==> config.mk <==
export PLATFORM = sky130hd
export DESIGN_NAME = datetime_to_epoch_ms_unit
export DESIGN_NICKNAME = d
export VERILOG_FILES = /design/src/rtl/core/dte_pkg.sv /design/src/rtl/core/dte_front.sv /design/src/rtl/core/dte_fifo.sv /design/src/rtl/core/dte_back.sv /design/src/rtl/core/datetime_to_epoch_ms_unit.sv
export SDC_FILE = /design/constraint.sdc
export NUM_CORES = 2
export LEC_CHECK = 0
export ABC_CLOCK_PERIOD_IN_PS = 15300
export BUFFER_PORTS_ARGS = -buffer_cell sky130_fd_sc_hd__buf_2
export CAP_MARGIN = 20
export CORE_UTILIZATION = 30
export DETAILED_ROUTE_END_ITERATION = 10
export PLACE_DENSITY = 0.48
export SLEW_MARGIN = 20
export SYNTH_ARGS = -nofsm -noshare
export SYNTH_HDL_FRONTEND = slang
export SYNTH_SLANG_ARGS = --single-unit
==> constraint.sdc <==
create_clock -name clk -period 15.3 [get_ports clk]
set_input_delay 0.765 -clock clk [delete_from_list [all_inputs] [get_ports clk]]
set_output_delay 0.765 -clock clk [all_outputs]
set_load 0.1 [all_outputs]
==> src/rtl/core/dte_pkg.sv <==
// ----------------------------------------------------------------------------
// dte_pkg
// Shared types, constants and helpers for the date-time to epoch converter.
// ----------------------------------------------------------------------------
package dte_pkg;

    // one classified date-time word, passed from the front end to the back end
    typedef struct packed {
        logic              ok;         // calendar date is valid
        logic signed [15:0] year;
        logic [3:0]        month;      // 1..12 when ok
        logic [4:0]        day;        // 1..31 when ok
        logic signed [7:0] hz;         // hour minus zone offset
        logic [5:0]        minute;
        logic [15:0]       second_ms;
    } dte_item_t;

    localparam int MONTH_MAX = 12;

    // floor division by 25 of a small non-negative value: (t * 41944) >> 20,
    // exact for t below 43690
    localparam logic [15:0] DIV25_MUL   = 16'd41944;
    localparam int          DIV25_SHIFT = 20;
    localparam int          Q25_W       = 10;

    // biases that make year / 4 and year / 16 non-negative before dividing by 25;
    // both are multiples of 25 so the floor can be corrected afterwards
    localparam int DIV100_OFFSET = 8200;
    localparam int DIV400_OFFSET = 2050;
    localparam int DIV100_BIAS   = DIV100_OFFSET / 25;
    localparam int DIV400_BIAS   = DIV400_OFFSET / 25;

    function automatic logic [30:0] mul_div25(input logic [14:0] t);
        return 31'(t) * 31'(DIV25_MUL);
    endfunction

endpackage

==> src/rtl/core/dte_front.sv <==
// ----------------------------------------------------------------------------
// dte_front
// Input register stage: clamps absent fields, folds the zone into the hour
// and checks the calendar date, including leap years.
// ----------------------------------------------------------------------------
module dte_front (
    input  logic               clk,
    input  logic               rst_n,
    input  logic               valid,
    output logic               stall,
    input  logic signed [15:0] year,
    input  logic [3:0]         month,
    input  logic [4:0]         day,
    input  logic signed [5:0]  hour,
    input  logic [5:0]         minute,
    input  logic [15:0]        second_ms,
    input  logic signed [5:0]  zone_hours,
    output logic               item_valid,
    output dte_pkg::dte_item_t item,
    input  logic               item_stall
);
    import dte_pkg::*;

    localparam logic signed [15:0] YEAR_OUT_OF_RANGE = 16'sh8000;

    logic      v_reg;
    logic      v_next;
    dte_item_t item_reg;
    dte_item_t item_next;
    logic      load;

    logic [3:0]        month_c;
    logic [4:0]        day_c;
    logic [4:0]        hour_c;
    logic signed [7:0] hour_w;
    logic signed [7:0] zone_w;
    logic              leap;
    logic [4:0]        mlen;

    function automatic logic is_leap(input logic signed [15:0] y);
        logic signed [15:0] y4;
        logic signed [15:0] y16;
        logic [14:0]        t100;
        logic [14:0]        t400;
        logic [30:0]        p100;
        logic [30:0]        p400;
        logic [Q25_W-1:0]   q100;
        logic [Q25_W-1:0]   q400;
        logic               div100;
        logic               div400;
        y4     = y >>> 2;
        y16    = y >>> 4;
        t100   = 15'(y4 + 16'(DIV100_OFFSET));
        t400   = 15'(y16 + 16'(DIV400_OFFSET));
        p100   = mul_div25(t100);
        p400   = mul_div25(t400);
        q100   = p100[DIV25_SHIFT +: Q25_W];
        q400   = p400[DIV25_SHIFT +: Q25_W];
        // with year divisible by 4, year % 100 == 0 iff (year / 4) % 25 == 0
        div100 = (15'(q100) * 15'd25) == t100;
        div400 = (y[3:0] == 4'd0) && ((15'(q400) * 15'd25) == t400);
        return (y[1:0] == 2'b00) && (!div100 || div400);
    endfunction

    function automatic logic [4:0] month_len(input logic [3:0] m, input logic lp);
        logic [4:0] len;
        case (m)
            4'd2:    len = lp ? 5'd29 : 5'd28;
            4'd4:    len = 5'd30;
            4'd6:    len = 5'd30;
            4'd9:    len = 5'd30;
            4'd11:   len = 5'd30;
            default: len = 5'd31;
        endcase
        return len;
    endfunction

    assign stall      = v_reg && item_stall;
    assign load       = !v_reg || !item_stall;
    assign item_valid = v_reg;
    assign item       = item_reg;

    always_comb
    begin
        month_c = (month == 4'd0) ? 4'd1 : month;
        day_c   = (day == 5'd0) ? 5'd1 : day;
        hour_c  = hour[5] ? 5'd0 : hour[4:0];
        hour_w  = signed'({3'b000, hour_c});
        zone_w  = 8'(zone_hours);
        leap    = is_leap(year);
        mlen    = month_len(month_c, leap);

        item_next.ok        = (year != YEAR_OUT_OF_RANGE)
                              && (month_c <= 4'(MONTH_MAX))
                              && (day_c <= mlen);
        item_next.year      = year;
        item_next.month     = month_c;
        item_next.day       = day_c;
        item_next.hz        = hour_w - zone_w;
        item_next.minute    = minute;
        item_next.second_ms = second_ms;
    end

    always_comb
    begin
        v_next = v_reg;
        if (load)
        begin
            v_next = valid;
        end
    end

    always_ff @(posedge clk or negedge rst_n)
    begin
        if (!rst_n)
        begin
            v_reg <= 1'b0;
        end
        else
        begin
            v_reg <= v_next;
        end
    end

    always_ff @(posedge clk)
    begin
        if (load && valid)
        begin
            item_reg <= item_next;
        end
    end

endmodule

==> src/rtl/core/dte_fifo.sv <==
// ----------------------------------------------------------------------------
// dte_fifo
// Short queue of classified words between the front end and the back end.
// ----------------------------------------------------------------------------
module dte_fifo #(
    parameter int DEPTH = 4
) (
    input  logic               clk,
    input  logic               rst_n,
    input  logic               push_valid,
    output logic               push_stall,
    input  dte_pkg::dte_item_t push_item,
    output logic               pop_valid,
    input  logic               pop_stall,
    output dte_pkg::dte_item_t pop_item
);
    import dte_pkg::*;

    localparam int PTR_W = (DEPTH > 1) ? $clog2(DEPTH) : 1;
    localparam int CNT_W = $clog2(DEPTH + 1);

    dte_item_t        mem_reg [DEPTH];
    logic [PTR_W-1:0] wr_reg;
    logic [PTR_W-1:0] wr_next;
    logic [PTR_W-1:0] rd_reg;
    logic [PTR_W-1:0] rd_next;
    logic [CNT_W-1:0] cnt_reg;
    logic [CNT_W-1:0] cnt_next;
    logic             full;
    logic             push;
    logic             pop;

    function automatic logic [PTR_W-1:0] ptr_inc(input logic [PTR_W-1:0] p);
        return (p == PTR_W'(DEPTH - 1)) ? '0 : p + PTR_W'(1);
    endfunction

    assign full       = cnt_reg == CNT_W'(DEPTH);
    assign push_stall = full;
    assign pop_valid  = cnt_reg != '0;
    assign push       = push_valid && !full;
    assign pop        = pop_valid && !pop_stall;
    assign pop_item   = mem_reg[rd_reg];

    always_comb
    begin
        wr_next  = push ? ptr_inc(wr_reg) : wr_reg;
        rd_next  = pop ? ptr_inc(rd_reg) : rd_reg;
        cnt_next = cnt_reg + CNT_W'(push) - CNT_W'(pop);
    end

    always_ff @(posedge clk or negedge rst_n)
    begin
        if (!rst_n)
        begin
            wr_reg  <= '0;
            rd_reg  <= '0;
            cnt_reg <= '0;
        end
        else
        begin
            wr_reg  <= wr_next;
            rd_reg  <= rd_next;
            cnt_reg <= cnt_next;
        end
    end

    always_ff @(posedge clk)
    begin
        if (push)
        begin
            mem_reg[wr_reg] <= push_item;
        end
    end

    a_cnt_bound: assert property (@(posedge clk) disable iff (!rst_n)
        cnt_reg <= CNT_W'(DEPTH))
        else $error("queue count above depth");

    a_full_ptrs: assert property (@(posedge clk) disable iff (!rst_n)
        full |-> (wr_reg == rd_reg))
        else $error("full queue with unequal pointers");

    a_empty_ptrs: assert property (@(posedge clk) disable iff (!rst_n)
        (cnt_reg == '0) |-> (wr_reg == rd_reg))
        else $error("empty queue with unequal pointers");

endmodule

==> src/rtl/core/dte_back.sv <==
// ----------------------------------------------------------------------------
// dte_back
// Four-stage arithmetic pipeline: day count from the civil date, seconds of
// the day, whole seconds since the epoch, then milliseconds and the result.
// ----------------------------------------------------------------------------
module dte_back (
    input  logic               clk,
    input  logic               rst_n,
    input  logic               item_valid,
    input  dte_pkg::dte_item_t item,
    output logic               item_stall,
    output logic               res_valid,
    input  logic               res_stall,
    output logic               valid_res,
    output logic signed [50:0] epoch_ms,
    output logic signed [41:0] epoch_seconds
);
    import dte_pkg::*;

    localparam int          DAYS_TO_EPOCH = 719468;
    localparam int          SEC_PER_DAY   = 86400;
    localparam int          SEC_PER_HOUR  = 3600;
    localparam int          SEC_PER_MIN   = 60;
    localparam int          MS_PER_SEC    = 1000;
    // floor(ms / 1000) for a 16-bit value: (ms * 67109) >> 26
    localparam logic [16:0] SEC_DIV_MUL   = 17'd67109;
    localparam int          SEC_DIV_SHIFT = 26;

    // stage enables, back to front
    logic en1;
    logic en2;
    logic en3;
    logic en4;

    logic v1_reg, v1_next;
    logic v2_reg, v2_next;
    logic v3_reg, v3_next;
    logic v4_reg, v4_next;

    // stage 1
    logic               s1_ok_reg, s1_ok_next;
    logic signed [16:0] s1_yy_reg, s1_yy_next;
    logic [30:0]        s1_p100_reg, s1_p100_next;
    logic [30:0]        s1_p400_reg, s1_p400_next;
    logic [8:0]         s1_doyd_reg, s1_doyd_next;
    logic signed [7:0]  s1_hz_reg, s1_hz_next;
    logic [5:0]         s1_minute_reg, s1_minute_next;
    logic [15:0]        s1_sec_reg, s1_sec_next;
    logic [32:0]        s1_psec_reg, s1_psec_next;

    // stage 2
    logic               s2_ok_reg, s2_ok_next;
    logic signed [24:0] s2_days_reg, s2_days_next;
    logic signed [18:0] s2_stod_reg, s2_stod_next;
    logic [9:0]         s2_rt_reg, s2_rt_next;

    // stage 3
    logic               s3_ok_reg, s3_ok_next;
    logic signed [41:0] s3_f_reg, s3_f_next;
    logic [9:0]         s3_rt_reg, s3_rt_next;

    // stage 4, output register
    logic               s4_ok_reg, s4_ok_next;
    logic signed [50:0] s4_ms_reg, s4_ms_next;
    logic signed [41:0] s4_sec_reg, s4_sec_next;

    // stage 1 locals
    logic signed [16:0] yy;
    logic signed [16:0] q4;
    logic signed [16:0] q16;

    // stage 2 locals
    logic [Q25_W-1:0]   q100;
    logic [Q25_W-1:0]   q400;
    logic [6:0]         qsec;
    logic signed [31:0] yy_w;
    logic signed [31:0] days_w;
    logic signed [31:0] stod_w;
    logic [16:0]        rt_w;

    // stage 4 locals
    logic signed [50:0] ms_w;
    logic signed [41:0] sec_w;

    // day of the March-based year on which the month starts
    function automatic logic [8:0] doy_of(input logic [3:0] m);
        logic [8:0] d;
        case (m)
            4'd1:    d = 9'd306;
            4'd2:    d = 9'd337;
            4'd3:    d = 9'd0;
            4'd4:    d = 9'd31;
            4'd5:    d = 9'd61;
            4'd6:    d = 9'd92;
            4'd7:    d = 9'd122;
            4'd8:    d = 9'd153;
            4'd9:    d = 9'd184;
            4'd10:   d = 9'd214;
            4'd11:   d = 9'd245;
            4'd12:   d = 9'd275;
            default: d = 9'd0;
        endcase
        return d;
    endfunction

    assign en4        = !v4_reg || !res_stall;
    assign en3        = !v3_reg || en4;
    assign en2        = !v2_reg || en3;
    assign en1        = !v1_reg || en2;
    assign item_stall = !en1;

    assign res_valid     = v4_reg;
    assign valid_res     = s4_ok_reg;
    assign epoch_ms      = s4_ms_reg;
    assign epoch_seconds = s4_sec_reg;

    always_comb
    begin
        v1_next = en1 ? item_valid : v1_reg;
        v2_next = en2 ? v1_reg : v2_reg;
        v3_next = en3 ? v2_reg : v3_reg;
        v4_next = en4 ? v3_reg : v4_reg;
    end

    // stage 1: March-based year and the two divide-by-25 products
    always_comb
    begin
        yy  = 17'(item.year) - ((item.month <= 4'd2) ? 17'sd1 : 17'sd0);
        q4  = yy >>> 2;
        q16 = yy >>> 4;

        s1_ok_next     = item.ok;
        s1_yy_next     = yy;
        s1_p100_next   = mul_div25(15'(q4 + 17'(DIV100_OFFSET)));
        s1_p400_next   = mul_div25(15'(q16 + 17'(DIV400_OFFSET)));
        s1_doyd_next   = doy_of(item.month) + 9'(item.day) - 9'd1;
        s1_hz_next     = item.hz;
        s1_minute_next = item.minute;
        s1_sec_next    = item.second_ms;
        s1_psec_next   = 33'(item.second_ms) * 33'(SEC_DIV_MUL);
    end

    // stage 2: day number and seconds of the day, ms remainder split off
    always_comb
    begin
        q100 = s1_p100_reg[DIV25_SHIFT +: Q25_W];
        q400 = s1_p400_reg[DIV25_SHIFT +: Q25_W];
        qsec = s1_psec_reg[SEC_DIV_SHIFT +: 7];
        yy_w = 32'(s1_yy_reg);

        // 365*y + y/4 - y/100 + y/400, all floored
        days_w = yy_w * 32'sd365 + (yy_w >>> 2)
               - (signed'({22'd0, q100}) - 32'(DIV100_BIAS))
               + (signed'({22'd0, q400}) - 32'(DIV400_BIAS))
               + signed'({23'd0, s1_doyd_reg})
               - 32'(DAYS_TO_EPOCH);

        stod_w = 32'(s1_hz_reg) * 32'(SEC_PER_HOUR)
               + signed'({26'd0, s1_minute_reg}) * 32'(SEC_PER_MIN)
               + signed'({25'd0, qsec});

        rt_w = 17'(s1_sec_reg) - 17'(qsec) * 17'(MS_PER_SEC);

        s2_ok_next   = s1_ok_reg;
        s2_days_next = days_w[24:0];
        s2_stod_next = stod_w[18:0];
        s2_rt_next   = rt_w[9:0];
    end

    // stage 3: floored seconds since the epoch
    always_comb
    begin
        s3_ok_next = s2_ok_reg;
        s3_f_next  = 42'(s2_days_reg) * 42'(SEC_PER_DAY) + 42'(s2_stod_reg);
        s3_rt_next = s2_rt_reg;
    end

    // stage 4: milliseconds, and seconds rounded toward zero
    always_comb
    begin
        ms_w  = 51'(s3_f_reg) * 51'(MS_PER_SEC) + signed'(51'(s3_rt_reg));
        sec_w = s3_f_reg + ((s3_f_reg[41] && (s3_rt_reg != '0)) ? 42'sd1 : 42'sd0);

        s4_ok_next  = s3_ok_reg;
        s4_ms_next  = s3_ok_reg ? ms_w : '0;
        s4_sec_next = s3_ok_reg ? sec_w : '0;
    end

    always_ff @(posedge clk or negedge rst_n)
    begin
        if (!rst_n)
        begin
            v1_reg <= 1'b0;
            v2_reg <= 1'b0;
            v3_reg <= 1'b0;
            v4_reg <= 1'b0;
        end
        else
        begin
            v1_reg <= v1_next;
            v2_reg <= v2_next;
            v3_reg <= v3_next;
            v4_reg <= v4_next;
        end
    end

    always_ff @(posedge clk)
    begin
        if (en1)
        begin
            s1_ok_reg     <= s1_ok_next;
            s1_yy_reg     <= s1_yy_next;
            s1_p100_reg   <= s1_p100_next;
            s1_p400_reg   <= s1_p400_next;
            s1_doyd_reg   <= s1_doyd_next;
            s1_hz_reg     <= s1_hz_next;
            s1_minute_reg <= s1_minute_next;
            s1_sec_reg    <= s1_sec_next;
            s1_psec_reg   <= s1_psec_next;
        end
        if (en2)
        begin
            s2_ok_reg   <= s2_ok_next;
            s2_days_reg <= s2_days_next;
            s2_stod_reg <= s2_stod_next;
            s2_rt_reg   <= s2_rt_next;
        end
        if (en3)
        begin
            s3_ok_reg <= s3_ok_next;
            s3_f_reg  <= s3_f_next;
            s3_rt_reg <= s3_rt_next;
        end
        if (en4)
        begin
            s4_ok_reg  <= s4_ok_next;
            s4_ms_reg  <= s4_ms_next;
            s4_sec_reg <= s4_sec_next;
        end
    end

    a_invalid_zero: assert property (@(posedge clk) disable iff (!rst_n)
        (v4_reg && !s4_ok_reg) |-> ((s4_ms_reg == '0) && (s4_sec_reg == '0)))
        else $error("invalid date with nonzero result");

    a_sign_match: assert property (@(posedge clk) disable iff (!rst_n)
        (v4_reg && s4_ok_reg && s4_ms_reg[50]) |-> (s4_sec_reg <= 42'sd0))
        else $error("negative ms with positive seconds");

endmodule

==> src/rtl/core/datetime_to_epoch_ms_unit.sv <==
// ----------------------------------------------------------------------------
// datetime_to_epoch_ms_unit
// Converts a proleptic Gregorian date-time with a whole-hour zone offset to
// UTC milliseconds and whole seconds since 1970-01-01. Takes one word per
// cycle while the result side does not stall. An accepted word loads the
// input classifier, moves on into the queue and then passes through the four
// arithmetic stages, the last of which is the output register. The widest step
// is the floored seconds count times 1000. While the result side is stalled the
// unit holds FIFO_DEPTH plus five words (classifier, queue and the four stages)
// before it stalls its input. A month or day of 0 reads as 1, a negative hour
// as 0; an impossible date gives valid_res 0 and zero results. Seconds are
// rounded toward zero.
// ----------------------------------------------------------------------------
module datetime_to_epoch_ms_unit #(
    parameter int FIFO_DEPTH = 4
) (
    input  logic               clk,
    input  logic               rst_n,
    input  logic               date_valid,
    output logic               date_stall,
    input  logic signed [15:0] year,
    input  logic [3:0]         month,
    input  logic [4:0]         day,
    input  logic signed [5:0]  hour,
    input  logic [5:0]         minute,
    input  logic [15:0]        second_ms,
    input  logic signed [5:0]  zone_hours,
    output logic               epoch_valid,
    input  logic               epoch_stall,
    output logic               valid_res,
    output logic signed [50:0] epoch_ms,
    output logic signed [41:0] epoch_seconds
);
    import dte_pkg::*;

    logic      front_valid;
    logic      front_stall;
    dte_item_t front_item;
    logic      queue_valid;
    logic      queue_stall;
    dte_item_t queue_item;

    dte_front u_front (
        .clk        (clk),
        .rst_n      (rst_n),
        .valid      (date_valid),
        .stall      (date_stall),
        .year       (year),
        .month      (month),
        .day        (day),
        .hour       (hour),
        .minute     (minute),
        .second_ms  (second_ms),
        .zone_hours (zone_hours),
        .item_valid (front_valid),
        .item       (front_item),
        .item_stall (front_stall)
    );

    dte_fifo #(
        .DEPTH (FIFO_DEPTH)
    ) u_fifo (
        .clk        (clk),
        .rst_n      (rst_n),
        .push_valid (front_valid),
        .push_stall (front_stall),
        .push_item  (front_item),
        .pop_valid  (queue_valid),
        .pop_stall  (queue_stall),
        .pop_item   (queue_item)
    );

    dte_back u_back (
        .clk           (clk),
        .rst_n         (rst_n),
        .item_valid    (queue_valid),
        .item          (queue_item),
        .item_stall    (queue_stall),
        .res_valid     (epoch_valid),
        .res_stall     (epoch_stall),
        .valid_res     (valid_res),
        .epoch_ms      (epoch_ms),
        .epoch_seconds (epoch_seconds)
    );

endmodule

# Word level (Yosys, flattened, before mapping)
# Memories as Yosys holds them, arrays and structs flattened.
# Index checks and enable logic that the tools add are counted.
[totals] register_bits=408 latch_bits=0 mem_bits_rw=224 mem_bits_ro=144 inputBits=63 out_inout_bits=96 word_cells=129 mem_count=2
[memory_table] memory="u_fifo.mem_reg" words=4 word_bits=56 read_ports=1 rd_clocked_by_memory_dff=0 wr=1 line="dte_fifo.sv:22" source="dte_item_t mem_reg [DEPTH];"
[memory_table] memory="(name not given)" words=16 word_bits=9 read_ports=1 rd_clocked_by_memory_dff=0 wr=0 line="dte_back.sv:88" source="case (m)"
[op_classes] n_addsub=25 mul=13 div_mod_pow=0 order_cmp=3 eq_ne=11 shift=0 mux=11 bitwise_logic=0 reduce_logical=30
[ops] op="15-bit by 13-bit multiplier with 27-bit output (second input constant)" count=4
[ops] op="51-bit by 11-bit adder with 51-bit output" count=1
[ops] op="42-bit by 8-bit multiplier with 48-bit output (second input constant)" count=1
[ops] op="42-bit by 19-bit adder with 42-bit output" count=1
[ops] op="42-bit by 2-bit adder with 42-bit output" count=1
[ops] op="25-bit by 11-bit multiplier with 35-bit output (second input constant)" count=1
[ops] op="16-bit by 17-bit multiplier with 33-bit output (second input constant)" count=1
[ops] op="15-bit == test" count=2
[ops] op="10-bit by 5-bit multiplier with 15-bit output (second input constant)" count=2
[ops] op="25-bit by 10-bit adder with 25-bit output" count=1
[ops] op="25-bit by 15-bit adder with 25-bit output" count=1
[ops] op="25-bit adder" count=1
[ops] op="17-bit by 10-bit multiplier with 25-bit output (second input constant)" count=1
[ops] op="25-bit by 21-bit subtractor with 25-bit output (second input constant)" count=1
[ops] op="25-bit subtractor" count=1
[ops] op="19-bit adder" count=1
[ops] op="19-bit by 8-bit adder with 19-bit output" count=1
[ops] op="16-bit by 2-bit subtractor with 17-bit output" count=1
[ops] op="16-bit != test (second input constant)" count=1
[ops] op="14-bit by 15-bit adder with 15-bit output (second input constant)" count=1
[ops] op="15-bit adder (second input constant)" count=1
[ops] op="8-bit by 9-bit multiplier with 15-bit output (second input constant)" count=1
[ops] op="12-bit by 13-bit adder with 14-bit output (second input constant)" count=1
[ops] op="13-bit by 13-bit adder with 14-bit output (second input constant)" count=1
[ops] op="other kinds (33)" count=64

# Depth between registers and ports, before layout
[depth] ltp_word=11 mapped_depth=48 ltp_nobuf=46

# By module
# From an unflattened synthesis, not the netlist that was laid out.
[unflattened] hier_cells=5274 hier_area_um2=60317.8
[by_module_without_submodules] module="dte_back" n_inst=1 cells_per_inst=4001 area_each_um2=42273.0 seq_area_each_um2=8508.2
[by_module_without_submodules] module="dte_front" n_inst=1 cells_per_inst=942 area_each_um2=9511.6 seq_area_each_um2=1676.6
[by_module_without_submodules] module="dte_fifo" n_inst=1 cells_per_inst=331 area_each_um2=8533.2 seq_area_each_um2=6901.6

# Worst setup path after synthesis
# Ideal clock, no wire load.
[synth_path] kind="input to register" from="input year[5]" to="register u_front.item_reg, in the netlist u_front.item[55] (data pin)" setup_ns=0.255 t_arrival_ns=10.197 required_ns=15.045 slack_ns=4.848 cell_stages=46 path_buffers=2 path_cell_list="clkbuf_1 -> nand3_1 -> nor2_1 -> nand2_1 -> xor2_1 -> clkbuf_1 -> xnor2_1 -> xnor2_1 -> ha_1 -> inv_1 -> fa_1 -> inv_1 -> ha_1 -> xnor2_1 -> fa_1 -> inv_1 -> ha_1 -> a21o_1 -> [10 not listed] -> ha_1 -> ha_1 -> inv_1 -> fa_1 -> inv_1 -> ha_1 -> a21oi_1 -> o21ai_0 -> xnor2_1 -> or4_1 -> a311o_1 -> a31oi_1 -> a21oi_1 -> ha_1 -> nor2b_1 -> o2111ai_1 -> a21oi_1 -> nor2_1"
[synth_rtl] item="start: declaration" line="datetime_to_epoch_ms_unit.sv:21" source="input logic signed [15:0] year,"
[synth_rtl] item="end signal: assignment" line="dte_front.sv:129" source="item_reg <= item_next;"
[synth_rtl] item="end: declaration" line="dte_front.sv:28" source="dte_item_t item_reg;"

==> impl_metrics.csv <==
group,metric,value,unit
critical_path,endpoint_kind,"register",
logic_synthesis,synthCells,5187,
logic_synthesis,synth-seq-cells,566,
route,via_count,36040,
cells_and_area,drive_above_1_share,7.436,%
placed_design,hpwl,108200,um
cells_and_area,final_nets,7086,
clock_tree,cts_buffers,67,
placed_design,portBuffers,158,
clock_tree,htreeDepth,3,
logic_synthesis,synth-edff-count,554,
sta,period_share,74.17,%
die,rows,162,
global_route,antenna_found_initial,9,
cells_and_area,multi_input_area,38170,sq um
clock_tree,cts_resized,0,
logic_synthesis,syn_nets,6891,
logic_synthesis,yosysSeqAreaShare,28.59,%
die,start_util,30.28,%
flow_run,max_cap_violations,0,
sta,setup_violations,0,
die,die_h,446.3,um
critical_path,critPathMaxStageDelay,820,ps
route,wirelength,130200,um
cells_and_area,nFillCells,19730,
die,core-area,195600,sq um
clock_tree,hold_buffers,0,
sta,hold_viol,0,
clock_tree,cts_setup_buffers,0,
route,first_iter_violations,1577,
die,io_pins,159,
logic_synthesis,synthMuxAreaShare,2.260,%
sta,slew_violations,0,
critical_path,cp_max_fo,10,
route,vias_per_cell,4.472,
route,wl_per_cell,16.15,um
logic_synthesis,syn_area,59230,sq um
sta,relSlewSlack,28.45,%
global_route,grt_pass1_wl,210600,um
logic_synthesis,synthFlopType,"edfxtp_1",
logic_synthesis,synth_top_family_by_area,"adder cells",
critical_path,path_buf_inv,8,
global_route,grt_pass1_vias,38350,
global_route,grt_use_total,13.33,%
critical_path,crit_type,"primary input to register",
critical_path,worstPathArrival,11730,ps
cells_and_area,final_common_cell,"inv_1",
clock_tree,cts-root-buf,"clkbuf_16",
cells_and_area,largest_reg_flops,220,
clock_tree,clkLatencyLatePin,660,ps
die,dieArea,199200,sq um
global_route,overflow,0,
clock_tree,path_clk_slew,60,ps
sta,rsz0062_at_grt,"false",
clock_tree,cts.sinks,566,
route,drc,0,
logic_synthesis,synthAdderAreaFrac,42.44,%
critical_path,crit_slowest_cell,"xnor2_1",
route,ant_nets,0,
cells_and_area,seq_area,16940,sq um
logic_synthesis,synth_cell_types,90,
critical_path,critical_path_required,15690,ps
logic_synthesis,synth_compound_area_share,7.130,%
outcome,outcome,"completed",
cells_and_area,syn2layout_area_growth,10.45,%
hold_path,worstHoldPathType,"primary input to async pin",
sta,worst_clock_skew,26.74,ps
sta,max_freq,88.12,MHz
logic_synthesis,yosys_warnings,0,
placed_design,place_congestion,0.8452,
critical_path,start_kind,"primary input",
logic_synthesis,syn_area_per_cell,11.42,sq um
clock_tree,cts_tree,"built",
logic_synthesis,yosys.area_share.simple,6.424,%
critical_path,crit_family,"adder cells",
sta,worst_slew_pin_slew,1066,ps
clock_tree,cts_buffer_depth,3,
logic_synthesis,synth-async-reset-ratio,2.120,%
logic_synthesis,synth_xor_area_share,6.128,%
global_route,grt_max_degree,79,
die,die_x,446.3,um
sta,period_needed,11350,ps
route,drt_first_pass_iters,5,
sta,setup_tns,0,ps
cells_and_area,most-common-layout-cells,"1042 x inv_1, 1028 x ha_1, 613 x fa_1",
[layer usage]
| layer | up-vias | track usage (%) | share of wire (%) |
|---|---|---|---|
| met3 | 138 | 1.769 | 2.6 |
| met2 | 383 | 23.11 | 48 |
| met4 | 0 | 2.706 | 2.0 |
| li1 | 17950 | - | - |
| met1 | 17560 | 17.66 | 47 |
| met5 | - | 0 | 0 |
[worst paths after layout]
path	startpoint	endpoint	slack, ps	cells after the start
setup / recovery	year[5]	u_front.item[55]	3950	47
hold / removal	rst_n	u_front.item_valid	50	1
setup reg to reg	u_fifo.rd_reg[0]	u_back.s1_p400_reg[29]	5040	33
hold reg to reg	u_back.s2_rt_reg[5]	u_back.s3_rt_reg[5]	410	0
max in group asynchronous	rst_n	u_fifo.rd_reg[0]	14900	1
min in group clk	second_ms[12]	u_front.item[12]	280	1
[layout make-up]
class / instances / share of cell area (%)
multi-input combinational: 3515 / 58.34
sequential: 566 / 25.90
inverter: 1047 / 6.008
tap: 2624 / 5.019
clock buffer: 88 / 2.781
timing repair buffer: 185 / 1.519
clock inverter: 32 / 0.4323
antenna: 1 / 0.003825
[cell usage after synthesis, types with 14 or more instances]
cell	instances	area, sq um
inv_1	1043	3915
ha_1	1028	12860
fa_1	613	12270
edfxtp_1	554	16640
xnor2_1	270	2365
nor2_1	216	810.8
a21oi_1	211	1056
xor2_1	137	1200
nand2_1	132	495.5
o21ai_0	120	600.6
a21o_1	86	645.6
nor3_1	57	285.3
nand3_1	56	280.3
mux4_2	54	1216
clkbuf_1	47	176.4
o21bai_1	43	322.8
nand2b_1	36	225.2
nand4_1	36	225.2
nor2b_1	35	219.0
o21a_1	33	247.7
and3_1	26	162.7
and2_1	25	156.4
or3_1	24	150.1
or2_2	23	143.9
a211oi_1	21	157.7
a31oi_1	20	125.1
nor4_1	17	106.4
o31ai_1	15	112.6
o211ai_1	14	105.1
[per-stage QoR]
stage / worst slack, ps / cell area (sq um) / util, % / hold slack, ps / instances
after floorplan: 4848 / 59230 / - / 400.3 / 5187
after global placement: 3370 / 63310 / 32.37 / 401.0 / 7937
after detailed placement: 3282 / 63310 / 32.37 / 404.5 / 7937
after CTS: 3962 / 65420 / 33.44 / 14.36 / 8057
after global routing: 3313 / 65420 / 33.44 / 29.28 / 8057
final: 3952 / 65420 / 33.44 / 52.07 / 8058
[logic make-up (layout without fill, tap and decap cells)]
kind of cell / after synthesis / count (layout)
adder cells (fa/ha/maj): 1641 / 1641
buffers and inverters: 1106 / 1352
AND/OR/NAND/NOR: 742 / 742
AO/OA/AOI/OAI: 657 / 657
flip-flops: 566 / 566
XOR/XNOR: 411 / 411
multiplexers: 64 / 64
other: 0 / 1
Power is left out: the tool's default activity adds up to more than one toggle a clock period on the data nets, which glitch-free logic cannot reach.
